`src/hdl/tvcc_pkg.sv`:
```
// Types, register indexes and helpers shared by the viewport chunk clipper.
package tvcc_pkg;

  typedef enum logic [1:0] {
    SLOT_CUR  = 2'd0,
    SLOT_HORZ = 2'd1,
    SLOT_VERT = 2'd2,
    SLOT_DIAG = 2'd3
  } slot_e;

  localparam logic [2:0] CFG_WIN_COLS    = 3'd0;
  localparam logic [2:0] CFG_WIN_ROWS    = 3'd1;
  localparam logic [2:0] CFG_PLR_COL     = 3'd2;
  localparam logic [2:0] CFG_PLR_ROW     = 3'd3;
  localparam logic [2:0] CFG_PLR_RIGHT   = 3'd4;
  localparam logic [2:0] CFG_PLR_BELOW   = 3'd5;
  localparam logic [2:0] CFG_CHUNK_COLS  = 3'd6;
  localparam logic [2:0] CFG_CHUNK_ROWS  = 3'd7;

  localparam logic [7:0] RST_WIN_COLS   = 8'd20;
  localparam logic [7:0] RST_WIN_ROWS   = 8'd15;
  localparam logic [7:0] RST_PLR_COL    = 8'd10;
  localparam logic [7:0] RST_PLR_ROW    = 8'd7;
  localparam logic [7:0] RST_PLR_RIGHT  = 8'd9;
  localparam logic [7:0] RST_PLR_BELOW  = 8'd7;
  localparam logic [7:0] RST_CHUNK_COLS = 8'd32;
  localparam logic [7:0] RST_CHUNK_ROWS = 8'd32;

  // split of one axis over the current chunk and its neighbor on that axis
  typedef struct packed {
    logic        neg;     // overflow toward lower coordinates
    logic        pos;     // overflow toward higher coordinates
    logic [15:0] pos0;    // pixel origin in the current chunk
    logic [15:0] pos1;    // pixel origin in the neighbor
    logic [8:0]  span0;   // clamped tiles in the current chunk
    logic [8:0]  span1;   // clamped tiles in the neighbor
    logic [7:0]  start0;
    logic [7:0]  start1;
    logic [15:0] coord1;  // neighbor chunk coordinate
  } axis_t;

  typedef struct packed {
    logic        present;
    logic [15:0] pixel_x;
    logic [15:0] pixel_y;
    logic [8:0]  span_columns;
    logic [8:0]  span_rows;
    logic [7:0]  start_column;
    logic [7:0]  start_row;
    logic [15:0] chunk_x;
    logic [15:0] chunk_y;
  } res_t;

  function automatic logic grid_has(logic [8:0] bits, logic signed [3:0] x,
                                    logic signed [3:0] y);
    logic [3:0] idx;
    idx = 4'(x[1:0]) * 4'd3 + 4'(y[1:0]);
    if (x < 4'sd0 || x > 4'sd2 || y < 4'sd0 || y > 4'sd2) begin
      return 1'b0;
    end
    return bits[idx];
  endfunction

endpackage

```
`src/hdl/tvcc_axis.sv`:
```
// Splits one axis of the bordered window over the current chunk and one neighbor.
module tvcc_axis
  import tvcc_pkg::*;
#(
  parameter int unsigned TILE_SIZE = 32
) (
  input  logic [7:0]  rel_i,
  input  logic [7:0]  before_i,
  input  logic [7:0]  after_i,
  input  logic [7:0]  window_i,
  input  logic [7:0]  chunk_i,
  input  logic [15:0] coord_i,
  output axis_t       axis_o
);

  localparam logic [15:0] ZeroPx = 16'(-2 * $signed(TILE_SIZE));
  localparam logic [15:0] TilePx = 16'(TILE_SIZE);

  logic signed [10:0] e;
  logic signed [10:0] room;
  logic signed [10:0] lim;
  logic [10:0]        negw;
  logic [10:0]        dw;
  logic [8:0]         neg;
  logic [8:0]         d;
  logic [8:0]         full;
  logic [8:0]         chunk9;
  logic [8:0]         span0;
  logic [8:0]         span1;
  logic               is_neg;
  logic               over;

  always_comb begin
    e      = $signed({3'b000, rel_i}) - $signed({3'b000, before_i}) - 11'sd2;
    room   = $signed({3'b000, chunk_i}) - $signed({3'b000, rel_i}) - 11'sd1;
    lim    = $signed({3'b000, after_i}) + 11'sd2;
    negw   = 11'(-e);
    dw     = 11'(lim - room);
    neg    = negw[8:0];
    // saturated: every use is clamped well below 511
    d      = (dw > 11'd511) ? 9'h1ff : dw[8:0];
    full   = {1'b0, window_i} + 9'd4;
    chunk9 = {1'b0, chunk_i};
    is_neg = e < 11'sd0;
    over   = !is_neg && (room < lim);

    axis_o        = '0;
    axis_o.neg    = is_neg;
    axis_o.pos    = over;
    axis_o.coord1 = coord_i;
    span0         = full;
    span1         = '0;
    axis_o.pos0   = ZeroPx;
    if (is_neg) begin
      span0         = (full > neg) ? full - neg : 9'd0;
      span1         = neg;
      axis_o.pos0   = ZeroPx + TilePx * {7'd0, neg};
      axis_o.pos1   = ZeroPx;
      axis_o.start0 = '0;
      axis_o.start1 = (chunk9 > neg) ? 8'(chunk9 - neg) : 8'd0;
      axis_o.coord1 = coord_i - 16'd1;
    end else begin
      axis_o.start0 = e[7:0];
      if (over) begin
        span0         = (full > d) ? full - d : 9'd0;
        span1         = d;
        axis_o.pos1   = ZeroPx + TilePx * {7'd0, span0};
        axis_o.coord1 = coord_i + 16'd1;
      end
    end
    axis_o.span0 = (span0 > chunk9) ? chunk9 : span0;
    axis_o.span1 = (span1 > chunk9) ? chunk9 : span1;
  end

endmodule

```
`src/hdl/tvcc_emit.sv`:
```
// Result buffer holding the four slot results of one item, sent one beat per cycle.
module tvcc_emit
  import tvcc_pkg::*;
(
  input  logic       clk_i,
  input  logic       rst_ni,
  input  logic       load_i,
  input  res_t [3:0] item_i,
  output logic       free_o,
  output logic       valid_o,
  output slot_e      slot_o,
  output res_t       res_o
);

  res_t [3:0] ent_q;
  logic       vld_q, vld_d;
  slot_e      cnt_q, cnt_d;

  assign free_o  = !vld_q || (cnt_q == SLOT_DIAG);
  assign valid_o = vld_q;
  assign slot_o  = cnt_q;
  assign res_o   = ent_q[cnt_q];

  always_comb begin
    vld_d = vld_q;
    cnt_d = cnt_q;
    if (load_i) begin
      vld_d = 1'b1;
      cnt_d = SLOT_CUR;
    end else if (vld_q) begin
      vld_d = (cnt_q != SLOT_DIAG);
      cnt_d = slot_e'(cnt_q + 2'd1);
    end
  end

  always_ff @(posedge clk_i or negedge rst_ni) begin
    if (!rst_ni) begin
      vld_q <= 1'b0;
      cnt_q <= SLOT_CUR;
    end else begin
      vld_q <= vld_d;
      cnt_q <= cnt_d;
    end
  end

  always_ff @(posedge clk_i) begin
    if (load_i) begin
      ent_q <= item_i;
    end
  end

endmodule

```
`src/hdl/tile_viewport_chunk_clipper_top.sv`:
```
// Top level of the viewport chunk clipper: registers, input stage and slot assembly.
//
// Use: write the eight 8-bit geometry registers through cfg_we_i/cfg_idx_i/cfg_data_i
// while the block is idle; each write lands at the clock edge that sees cfg_we_i high.
// An item (viewer position in the chunk, grid focus, chunk coordinates, presence
// bits) is taken at an edge where start_i is high and busy_o low. It goes into an
// input register; the next edge with a free buffer moves the split of both axes into
// a four-entry result buffer. The buffer then drives one beat per cycle with valid_o
// high, slots current, horizontal, vertical, diagonal in order, last_o on the diagonal.
// Slot 0 reaches the ports once the item has passed the input register into the result
// buffer; while the previous item's beats finish, the item waits in the input register.
// The next item is taken while the previous one's beats still go out, so back to back
// items give an unbroken stream of beats.
// The receiver cannot stall: each beat is shown for exactly one cycle.
// Reset clears the input and buffer valid flags and loads the register defaults
// (20x15 window, viewer at 10/7 with 9/7 beyond, 32x32 chunks).
module tile_viewport_chunk_clipper_top
  import tvcc_pkg::*;
#(
  parameter int unsigned TILE_SIZE = 32
) (
  input  logic        clk_i,
  input  logic        rst_ni,
  input  logic        cfg_we_i,
  input  logic [2:0]  cfg_idx_i,
  input  logic [7:0]  cfg_data_i,
  input  logic        start_i,
  output logic        busy_o,
  input  logic [7:0]  rel_column_i,
  input  logic [7:0]  rel_row_i,
  input  logic [1:0]  focus_x_i,
  input  logic [1:0]  focus_y_i,
  input  logic signed [15:0] chunk_x_i,
  input  logic signed [15:0] chunk_y_i,
  input  logic [8:0]  neighbor_present_i,
  output logic        valid_o,
  output logic [1:0]  slot_o,
  output logic        present_o,
  output logic signed [15:0] pixel_x_o,
  output logic signed [15:0] pixel_y_o,
  output logic [8:0]  span_columns_o,
  output logic [8:0]  span_rows_o,
  output logic [7:0]  start_column_o,
  output logic [7:0]  start_row_o,
  output logic signed [15:0] out_chunk_x_o,
  output logic signed [15:0] out_chunk_y_o,
  output logic        last_o
);

  logic [7:0] win_cols_q, win_rows_q, plr_col_q, plr_row_q;
  logic [7:0] plr_right_q, plr_below_q, chunk_cols_q, chunk_rows_q;

  logic        in_vld_q, in_vld_d;
  logic [7:0]  rel_col_q, rel_row_q;
  logic [1:0]  fx_q, fy_q;
  logic [15:0] cx_q, cy_q;
  logic [8:0]  bits_q;

  logic       accept;
  logic       buf_free;
  logic       move;
  axis_t      ax, ay;
  res_t [3:0] item;
  res_t       res;
  slot_e      slot;
  logic signed [3:0] hx, vy, fxs, fys;
  logic       p1, p2, p3;

  assign accept = start_i && !busy_o;
  assign move   = in_vld_q && buf_free;
  assign busy_o = in_vld_q && !buf_free;

  always_ff @(posedge clk_i or negedge rst_ni) begin
    if (!rst_ni) begin
      win_cols_q   <= RST_WIN_COLS;
      win_rows_q   <= RST_WIN_ROWS;
      plr_col_q    <= RST_PLR_COL;
      plr_row_q    <= RST_PLR_ROW;
      plr_right_q  <= RST_PLR_RIGHT;
      plr_below_q  <= RST_PLR_BELOW;
      chunk_cols_q <= RST_CHUNK_COLS;
      chunk_rows_q <= RST_CHUNK_ROWS;
    end else if (cfg_we_i) begin
      unique case (cfg_idx_i)
        CFG_WIN_COLS:   win_cols_q   <= cfg_data_i;
        CFG_WIN_ROWS:   win_rows_q   <= cfg_data_i;
        CFG_PLR_COL:    plr_col_q    <= cfg_data_i;
        CFG_PLR_ROW:    plr_row_q    <= cfg_data_i;
        CFG_PLR_RIGHT:  plr_right_q  <= cfg_data_i;
        CFG_PLR_BELOW:  plr_below_q  <= cfg_data_i;
        CFG_CHUNK_COLS: chunk_cols_q <= cfg_data_i;
        CFG_CHUNK_ROWS: chunk_rows_q <= cfg_data_i;
        default: ;
      endcase
    end
  end

  always_comb begin
    in_vld_d = in_vld_q;
    if (accept) begin
      in_vld_d = 1'b1;
    end else if (move) begin
      in_vld_d = 1'b0;
    end
  end

  always_ff @(posedge clk_i or negedge rst_ni) begin
    if (!rst_ni) begin
      in_vld_q <= 1'b0;
    end else begin
      in_vld_q <= in_vld_d;
    end
  end

  always_ff @(posedge clk_i) begin
    if (accept) begin
      rel_col_q <= rel_column_i;
      rel_row_q <= rel_row_i;
      fx_q      <= focus_x_i;
      fy_q      <= focus_y_i;
      cx_q      <= chunk_x_i;
      cy_q      <= chunk_y_i;
      bits_q    <= neighbor_present_i;
    end
  end

  tvcc_axis #(.TILE_SIZE(TILE_SIZE)) u_axis_x (
    .rel_i    (rel_col_q),
    .before_i (plr_col_q),
    .after_i  (plr_right_q),
    .window_i (win_cols_q),
    .chunk_i  (chunk_cols_q),
    .coord_i  (cx_q),
    .axis_o   (ax)
  );

  tvcc_axis #(.TILE_SIZE(TILE_SIZE)) u_axis_y (
    .rel_i    (rel_row_q),
    .before_i (plr_row_q),
    .after_i  (plr_below_q),
    .window_i (win_rows_q),
    .chunk_i  (chunk_rows_q),
    .coord_i  (cy_q),
    .axis_o   (ay)
  );

  always_comb begin
    fxs = $signed({2'b00, fx_q});
    fys = $signed({2'b00, fy_q});
    hx  = ax.neg ? fxs - 4'sd1 : (ax.pos ? fxs + 4'sd1 : fxs);
    vy  = ay.neg ? fys - 4'sd1 : (ay.pos ? fys + 4'sd1 : fys);
    p1  = (ax.neg || ax.pos) && grid_has(bits_q, hx, fys);
    p2  = (ay.neg || ay.pos) && grid_has(bits_q, fxs, vy);
    p3  = (ax.neg || ax.pos) && (ay.neg || ay.pos) && grid_has(bits_q, hx, vy);

    item = '0;

    item[SLOT_CUR].present      = 1'b1;
    item[SLOT_CUR].pixel_x      = ax.pos0;
    item[SLOT_CUR].pixel_y      = ay.pos0;
    item[SLOT_CUR].span_columns = ax.span0;
    item[SLOT_CUR].span_rows    = ay.span0;
    item[SLOT_CUR].start_column = ax.start0;
    item[SLOT_CUR].start_row    = ay.start0;
    item[SLOT_CUR].chunk_x      = cx_q;
    item[SLOT_CUR].chunk_y      = cy_q;

    if (p1) begin
      item[SLOT_HORZ].present      = 1'b1;
      item[SLOT_HORZ].pixel_x      = ax.pos1;
      item[SLOT_HORZ].pixel_y      = ay.pos0;
      item[SLOT_HORZ].span_columns = ax.span1;
      item[SLOT_HORZ].span_rows    = ay.span0;
      item[SLOT_HORZ].start_column = ax.start1;
      item[SLOT_HORZ].start_row    = ay.start0;
      item[SLOT_HORZ].chunk_x      = ax.coord1;
      item[SLOT_HORZ].chunk_y      = cy_q;
    end

    if (p2) begin
      item[SLOT_VERT].present      = 1'b1;
      item[SLOT_VERT].pixel_x      = ax.pos0;
      item[SLOT_VERT].pixel_y      = ay.pos1;
      item[SLOT_VERT].span_columns = ax.span0;
      item[SLOT_VERT].span_rows    = ay.span1;
      item[SLOT_VERT].start_column = ax.start0;
      item[SLOT_VERT].start_row    = ay.start1;
      item[SLOT_VERT].chunk_x      = cx_q;
      item[SLOT_VERT].chunk_y      = ay.coord1;
    end

    if (p3) begin
      item[SLOT_DIAG].present      = 1'b1;
      item[SLOT_DIAG].pixel_x      = ax.pos1;
      item[SLOT_DIAG].pixel_y      = ay.pos1;
      item[SLOT_DIAG].span_columns = ax.span1;
      item[SLOT_DIAG].span_rows    = ay.span1;
      item[SLOT_DIAG].start_column = ax.start1;
      item[SLOT_DIAG].start_row    = ay.start1;
      item[SLOT_DIAG].chunk_x      = ax.coord1;
      item[SLOT_DIAG].chunk_y      = ay.coord1;
    end
  end

  tvcc_emit u_emit (
    .clk_i   (clk_i),
    .rst_ni  (rst_ni),
    .load_i  (move),
    .item_i  (item),
    .free_o  (buf_free),
    .valid_o (valid_o),
    .slot_o  (slot),
    .res_o   (res)
  );

  assign slot_o         = slot;
  assign last_o         = (slot == SLOT_DIAG);
  assign present_o      = res.present;
  assign pixel_x_o      = res.pixel_x;
  assign pixel_y_o      = res.pixel_y;
  assign span_columns_o = res.span_columns;
  assign span_rows_o    = res.span_rows;
  assign start_column_o = res.start_column;
  assign start_row_o    = res.start_row;
  assign out_chunk_x_o  = res.chunk_x;
  assign out_chunk_y_o  = res.chunk_y;

`ifndef SYNTHESIS
  a_slot_seq: assert property (@(posedge clk_i) disable iff (!rst_ni)
    (valid_o && !last_o) |=> (valid_o && slot_o == $past(slot_o) + 2'd1))
    else $error("slot beats out of order");

  a_first_slot: assert property (@(posedge clk_i) disable iff (!rst_ni)
    $rose(valid_o) |-> (slot_o == SLOT_CUR))
    else $error("beat stream does not open on the current chunk");

  a_cur_present: assert property (@(posedge clk_i) disable iff (!rst_ni)
    (valid_o && slot_o == SLOT_CUR) |-> present_o)
    else $error("current chunk beat not present");

  a_no_drop: assert property (@(posedge clk_i) disable iff (!rst_ni)
    (in_vld_q && !move) |=> in_vld_q)
    else $error("pending item lost");
`endif

endmodule

```
`config.mk`:
```
export PLATFORM = sky130hd
export DESIGN_NAME = tile_viewport_chunk_clipper_top
export DESIGN_NICKNAME = d
export VERILOG_FILES = /design/src/hdl/tvcc_pkg.sv /design/src/hdl/tvcc_axis.sv /design/src/hdl/tvcc_emit.sv /design/src/hdl/tile_viewport_chunk_clipper_top.sv
export SDC_FILE = /design/constraint.sdc
export NUM_CORES = 1
export LEC_CHECK = 0
export ABC_CLOCK_PERIOD_IN_PS = 12050
export BUFFER_PORTS_ARGS = -buffer_cell sky130_fd_sc_hd__buf_2
export CAP_MARGIN = 20
export CORE_MARGIN = 4
export CORE_UTILIZATION = 49
export CTS_CLUSTER_SIZE = 10
export DETAILED_ROUTE_END_ITERATION = 7
export MAX_ROUTING_LAYER = met4
export PLACE_DENSITY = 0.72
export RECOVER_POWER = 25
export SYNTH_ARGS = -nofsm -noshare
export SYNTH_HDL_FRONTEND = slang
export SYNTH_HIERARCHICAL = 1
export SYNTH_SLANG_ARGS = --single-unit
```
`constraint.sdc`:
```
create_clock -name clk_i -period 12.05 [get_ports clk_i]
set_clock_uncertainty 0.15 [all_clocks]
set_input_delay 1.205 -clock clk_i [delete_from_list [all_inputs] [get_ports clk_i]]
set_output_delay 1.205 -clock clk_i [all_outputs]
set_load 0.005 [all_outputs]
```
==> results of run 1 <==
[state kept, by name, summed over array words and instances (netlist names), 9 cells and up]
name and cells:
bits_q 9, cx_q 16, cy_q 16, u_emit/ent_q 396
[worst max-delay path, delay by kind of cell (launching register included)]
| kind | cells | cell delay, ps |
|---|---|---|
| AO/OA/AOI/OAI | 15 | 3740 |
| XOR/XNOR | 1 | 160 |
| buffers and inverters | 1 | 110 |
| adder cells (fa/ha/maj) | 5 | 1690 |
| flip-flops | 1 | 390 |
| AND/OR/NAND/NOR | 11 | 1970 |
| multiplexers | 3 | 780 |
[placed cells by master (no fill, tap or decap), drive strengths merged, types with 10 or more instances in the layout]
| cell type | synthesis | final |
|---|---|---|
| or3 | 12 | 12 |
| a31oi | 10 | 10 |
| dfstp | 18 | 18 |
| edfxtp | 457 | 457 |
| mux4 | 104 | 104 |
| o22ai | 25 | 25 |
| xnor2 | 90 | 90 |
| dfrtp | 50 | 50 |
| clkbuf | 77 | 113 |
| nand4 | 32 | 32 |
| a21oi | 81 | 81 |
| and2 | 25 | 25 |
| nor2b | 34 | 34 |
| and3 | 124 | 124 |
| o21a | 25 | 25 |
| nor3b | 13 | 13 |
| fa | 16 | 16 |
| a211oi | 109 | 109 |
| mux2i | 17 | 17 |
| nor4 | 60 | 60 |
| nor4b | 52 | 52 |
| or2 | 11 | 11 |
| ha | 172 | 172 |
| nand2 | 96 | 96 |
| nor3 | 47 | 47 |
| buf | 96 | 198 |
| a21o | 20 | 20 |
| nand2b | 29 | 29 |
| nand3 | 37 | 37 |
| conb | 3 | 25 |
| o31ai | 10 | 10 |
| mux2 | 98 | 98 |
| inv | 231 | 232 |
| xor2 | 71 | 71 |
| nand3b | 10 | 10 |
| o21ai | 103 | 103 |
| nor2 | 128 | 128 |
[worst paths after layout]
kind / startpoint / end / slack, ps / depth (start not counted)
setup / recovery: chunk_rows_q[0] / u_emit/ent_q[149] / 2770 / 36
hold / removal: plr_col_q[2] / plr_col_q[2] / 360 / 1
setup reg to reg: chunk_rows_q[0] / u_emit/ent_q[149] / 2770 / 36
hold reg to reg: plr_col_q[2] / plr_col_q[2] / 360 / 1
max in group asynchronous: rst_ni / u_emit/slot_o[1] / 7120 / 1
min in group asynchronous: rst_ni / plr_below_q[7] / 1780 / 1
[layer usage]
metal / track usage / wire length, µm / part of all wire / vias up
li1: - / - / - / 10400
met1: 0.354 / 37900 / 0.42 / 11700
met5: - / 0 / 0 / -
met2: 0.400 / 42500 / 0.47 / 1066
met3: 0.0431 / 7690 / 0.086 / 130
met4: 0.0534 / 1790 / 0.020 / 0
[metrics by stage]
| stage | setup WS [ps] | instances | instance area (µm²) |
|---|---|---|---|
| floorplan | 1450 | 2721 | 32600 |
| global placement | 3040 | 3619 | 33800 |
| detailed placement | 2750 | 3619 | 33800 |
| CTS | 2650 | 3724 | 35600 |
| global route | 1980 | 3729 | 35700 |
| finish | 2770 | 3729 | 35700 |
[cells by family (layout without fill, tap and decap cells)]
| kind of cell | after synthesis | after routing | synth area share |
|---|---|---|---|
| buffers and inverters | 404 | 548 | 0.0587 |
| and+or+nand+nor | 727 | 727 | 0.129 |
| muxes | 219 | 219 | 0.114 |
| adders and majority gates | 188 | 188 | 0.0760 |
| AOI/OAI and AO/OA | 470 | 470 | 0.101 |
| other | 3 | 25 | 0.000346 |
| xor gates and xnor gates | 163 | 163 | 0.0461 |
| DFF | 525 | 525 | 0.475 |
[cell type report]
class | instances | area share
Inverter | 231 | 0.0243
Clock buffer | 99 | 0.0470
Clock inverter | 6 | 0.00336
Timing Repair Buffer | 212 | 0.0341
Sequential cell | 525 | 0.433
Tap cell | 864 | 0.0303
Multi-Input combinational cell | 1792 | 0.428
==> reports/metrics.cfg, run 1 <==
[logic_synthesis]
synth_most_common_cell = edfxtp_1
synthTopCellsByArea = edfxtp_1, mux4_2, ha_1
ys_seq_area_frac = 0.475
synthArstFlopShare = 0.130
synth_top_area_share = 0.422
synth_top_area_cell = edfxtp_1
ys.flop_type = edfxtp_1
synth_seq_cells = 525
syn-cell-area_um2 = 32500
yosysWarnings = 6
yosysUniqueCellTypes = 110
synth_edf_count = 457
syn_inst = 2699
postSynthAreaPerCell_um2 = 12.1
ys_top_cells_by_count = edfxtp_1, inv_1, ha_1

[setup_path]
arrival_ps = 9500
worstSetupStartpointType = flop
cp_max_fo = 11
worstPathRequired_ps = 12270
critPathKind = flop to flop
crit_top_cell = o21ai_0
cpPeakStageDelay_ps = 520
crit_path_top_delay_cell = o41ai_1
critPathCaptureType = flop

[run_status]
status = complete, but fails checks
failed_checks = max-capacitance violations, max-slew violations

[floorplan]
io_pins = 180
start_util = 0.495
core_um2 = 65700
row_count = 94
die_x_um = 266
die_h_um = 266
die_area_um2 = 70600

[routing]
drc = 0
drt_iter0_drc = 2339
ant_nets = 0
drt_wl_total_mm = 89.9
wl_per_cell_um = 24.1
first_pass_iters = 6
via_per_inst = 6.24
num_vias = 23300

[cts]
cts_tree = built
cts_buffers = 60
post_cts_resized = 0
clkLatencyLatePin_ps = 660
root_buffer = clkbuf_16
holdBufCountCts = 0
htreeDepth = 2
clk_pin_slew_ps = 60
cts.sinks = 525
clock_path_buffers = 3
cts_setup_buffers = 0

[cells_and_area]
antenna_cells = 0
fin_nets = 3086
drive_above_1_share = 0.193
multi_input_area_um2 = 15300
area_growth_pct = 9.70
regArea_um2 = 15500
fin_util = 0.543
nFillCells = 5532

[placed_design]
io_buffers = 179
gp_congestion = 0.987
hpwl_mm = 61.2

[global_route]
grt_max_degree = 93
groute.usage.overall = 0.255
grt_first_pass_wirelength_mm = 137
antenna_found_initial = 0
grt_pass1_vias = 22900
grt-ovfl-total = 0

[sta]
fin_hold_ws_ps = 357
hold_violations = 0
slew_viol_final = 159
relSlewSlack = -1.66
setup_viol = 0
worst_slew_pin_slew_ps = 3990
fin_tns_setup_ps = 0
post-route-min-period_ps = 9280
rsz0062_at_grt = false
fin_crit_sh = 0.770
fmax_mhz = 108

[flow_run]
drv_cap = 4

[min_path]
hp-class = flop to flop

Power of run 1 is left out: the tool's default activity adds up to more than one toggle a clock period on the data nets, which glitch-free logic cannot reach.
==> inputs of run 2 (changes only) <==
--- a/config.mk
+++ b/config.mk
@@ -5,7 +5,8 @@
 export SDC_FILE = /design/constraint.sdc
 export NUM_CORES = 1
 export LEC_CHECK = 0
-export ABC_CLOCK_PERIOD_IN_PS = 12050
+export ABC_AREA = 1
+export ABC_CLOCK_PERIOD_IN_PS = 9300
 export BUFFER_PORTS_ARGS = -buffer_cell sky130_fd_sc_hd__buf_2
 export CAP_MARGIN = 20
 export CORE_MARGIN = 4
==> constraint.sdc (replaced) <==
create_clock -name clk_i -period 9.3 [get_ports clk_i]
set_clock_uncertainty 0.15 [all_clocks]
set_input_delay 0.93 -clock clk_i [delete_from_list [all_inputs] [get_ports clk_i]]
set_output_delay 0.93 -clock clk_i [all_outputs]
set_load 0.005 [all_outputs]
==> reports/metrics.cfg, run 2 <==
[setup_path]
critPathCaptureType = flop
cpPeakStageDelay_ps = 1590
crit_top_cell = inv_1
rr_worst_depth = 26
crit_path_top_delay_cell = nand2_1
critPathKind = flop to flop
worstPathRequired_ps = 9470
worstSetupStartpointType = flop
cp_max_fo = 50
arrival_ps = 8390
critPathLaunch = rel_col_q[0]
rrSetupSlack_ps = 1080
endpoint = u_emit/ent_q[195]
regToRegEndpoint = u_emit/ent_q[195]
rr_startpoint = rel_col_q[0]

[logic_synthesis]
synth_top_area_cell = edfxtp_1
yosysUniqueCellTypes = 64
syn-cell-area_um2 = 35400
ys_top_cells_by_count = nand2_1, inv_1, edfxtp_1
synth_most_common_cell = nand2_1
synth_seq_cells = 525
postSynthAreaPerCell_um2 = 7.83
ys_seq_area_frac = 0.436
synth_edf_count = 457
yosysWarnings = 6
synthTopCellsByArea = edfxtp_1, nand2_1, inv_1
syn_inst = 4527
ys.flop_type = edfxtp_1
synth_top_area_share = 0.387
synthArstFlopShare = 0.130

[cells_and_area]
area_growth_pct = 9.24
multi_input_area_um2 = 15300
regMostFlops = u_emit/ent_q
drive_above_1_share = 0.0989
layout.cells.non_filler = 5647
layout_commonest_cell = nand2_1
fin_area_um2 = 38700
fin_nets = 4914
regArea_um2 = 15400
nFillCells = 6739
final_cell_mix = nand2_1, inv_1, edfxtp_1, nand3_1, nor2_1
largest_register_ff_count = 396
top_regs = u_emit/ent_q: 396 flops, cx_q: 16 flops, cy_q: 16 flops

[sta]
worst_slew_pin_slew_ps = 3280
fin_crit_sh = 0.884
setup_viol = 0
fmax_mhz = 122
fin_tns_setup_ps = 0
rsz0062_at_grt = false
relSlewSlack = -1.19
slew_viol_final = 364
hold_violations = 0
fin_hold_ws_ps = 335
post-route-min-period_ps = 8220

[routing]
wl_per_cell_um = 16.6
drt_iter0_drc = 2586
drc = 0
ant_nets = 0
via_per_inst = 5.12
first_pass_iters = 6
num_vias = 28900
drt_wl_total_mm = 93.9

[floorplan]
core_um2 = 71600
io_pins = 180
die_h_um = 277
die_x_um = 277
start_util = 0.495
die_area_um2 = 76700
row_count = 98

[cts]
cts.sinks = 525
cts_buffers = 67
cts_setup_buffers = 0
root_buffer = clkbuf_16
clk_pin_slew_ps = 50
clkLatencyLatePin_ps = 590
htreeDepth = 3
post_cts_resized = 0
holdBufCountCts = 0
cts_tree = built
clock_path_buffers = 3

[min_path]
hp-class = flop to flop

[global_route]
grt_max_degree = 125
groute.usage.overall = 0.246
grt-ovfl-total = 0
grt_pass1_vias = 27200
antenna_found_initial = 3
grt_first_pass_wirelength_mm = 147

[placed_design]
placed_area_um2 = 36800
hpwl_mm = 65.9
io_buffers = 179
placed_cells = 5531
gp_congestion = 0.986

[flow_run]
drv_cap = 6

[run_status]
failed_checks = max-capacitance violations, max-slew violations
status = complete, but fails checks

[run 2: changes by cell type after synthesis, moves of 65 or more]
cell      before   now
nor3_1        43   119
nand2_1       96  1178
nor2_1       125   354
nand3_1       37   386
and3_1       124     2
inv_1        230   948
mux2_2        76     0
a211oi_1      96     2
mux4_2       103     0
xnor2_1       89    24
[run 2: worst min-delay path by stage]
| stage | end | slack [ps] | startpoint | cells after the start |
|---|---|---|---|---|
| floorplan | u_emit/ent_q[11] | 300 | cy_q[11] | 0 |
| finish | plr_col_q[2] | 330 | plr_col_q[2] | 2 |
| global placement | plr_col_q[7] | 320 | plr_col_q[7] | 2 |
| CTS | chunk_cols_q[7] | 50 | rst_ni | 1 |
| global route | cy_q[8] | 330 | chunk_y_i[8] | 1 |
| detailed placement | plr_col_q[2] | 320 | plr_col_q[2] | 2 |
[run 2: area by class of cell]
class                           instances  area share
Sequential cell                       525       0.399
Multi-Input combinational cell       2878       0.396
Inverter                              977      0.0953
Clock buffer                           99      0.0483
Tap cell                              950      0.0307
Timing Repair Buffer                  201      0.0267
Clock inverter                         13     0.00388
Antenna cell                            4    0.000259
[run 2: logic make-up (layout without fill, tap and decap cells)]
logic type / after synthesis / after routing / synth area share
AO/OA/AOI/OAI: 290 / 290 / 0.0451
XOR/XNOR: 115 / 115 / 0.0284
adder cells (fa/ha/maj): 188 / 188 / 0.0698
buffers and inverters: 1146 / 1290 / 0.134
flip-flops: 525 / 525 / 0.436
other: 3 / 29 / 0.000318
AND/OR/NAND/NOR: 2260 / 2260 / 0.286
[run 2: critical path: cells and delay by family (launching register included)]
| kind | cells | cell delay (ps) |
|---|---|---|
| XOR/XNOR | 2 | 500 |
| AND/OR/NAND/NOR | 10 | 3460 |
| adder cells (fa/ha/maj) | 5 | 1680 |
| buffers and inverters | 7 | 1390 |
| flip-flops | 1 | 430 |
| AO/OA/AOI/OAI | 2 | 200 |
[run 2: stage by stage]
step                      worst slack (ps)  utilization
after floorplan                       1880            -
after global placement                1880        0.513
after detailed placement              1750        0.514
after CTS                             1740        0.542
after global routing                   575        0.541
final                                 1080        0.541
[run 2: per-layer routing]
layer  part of all wire  wire, µm  track usage  vias up
met5                  0         0            -        -
met2               0.46     42800        0.385      895
met3              0.070      6580       0.0384      132
met1               0.45     42400        0.339    13500
met4              0.022      2100       0.0600        0
li1                   -         -            -    14400
Power of run 2 is left out for the same reason.
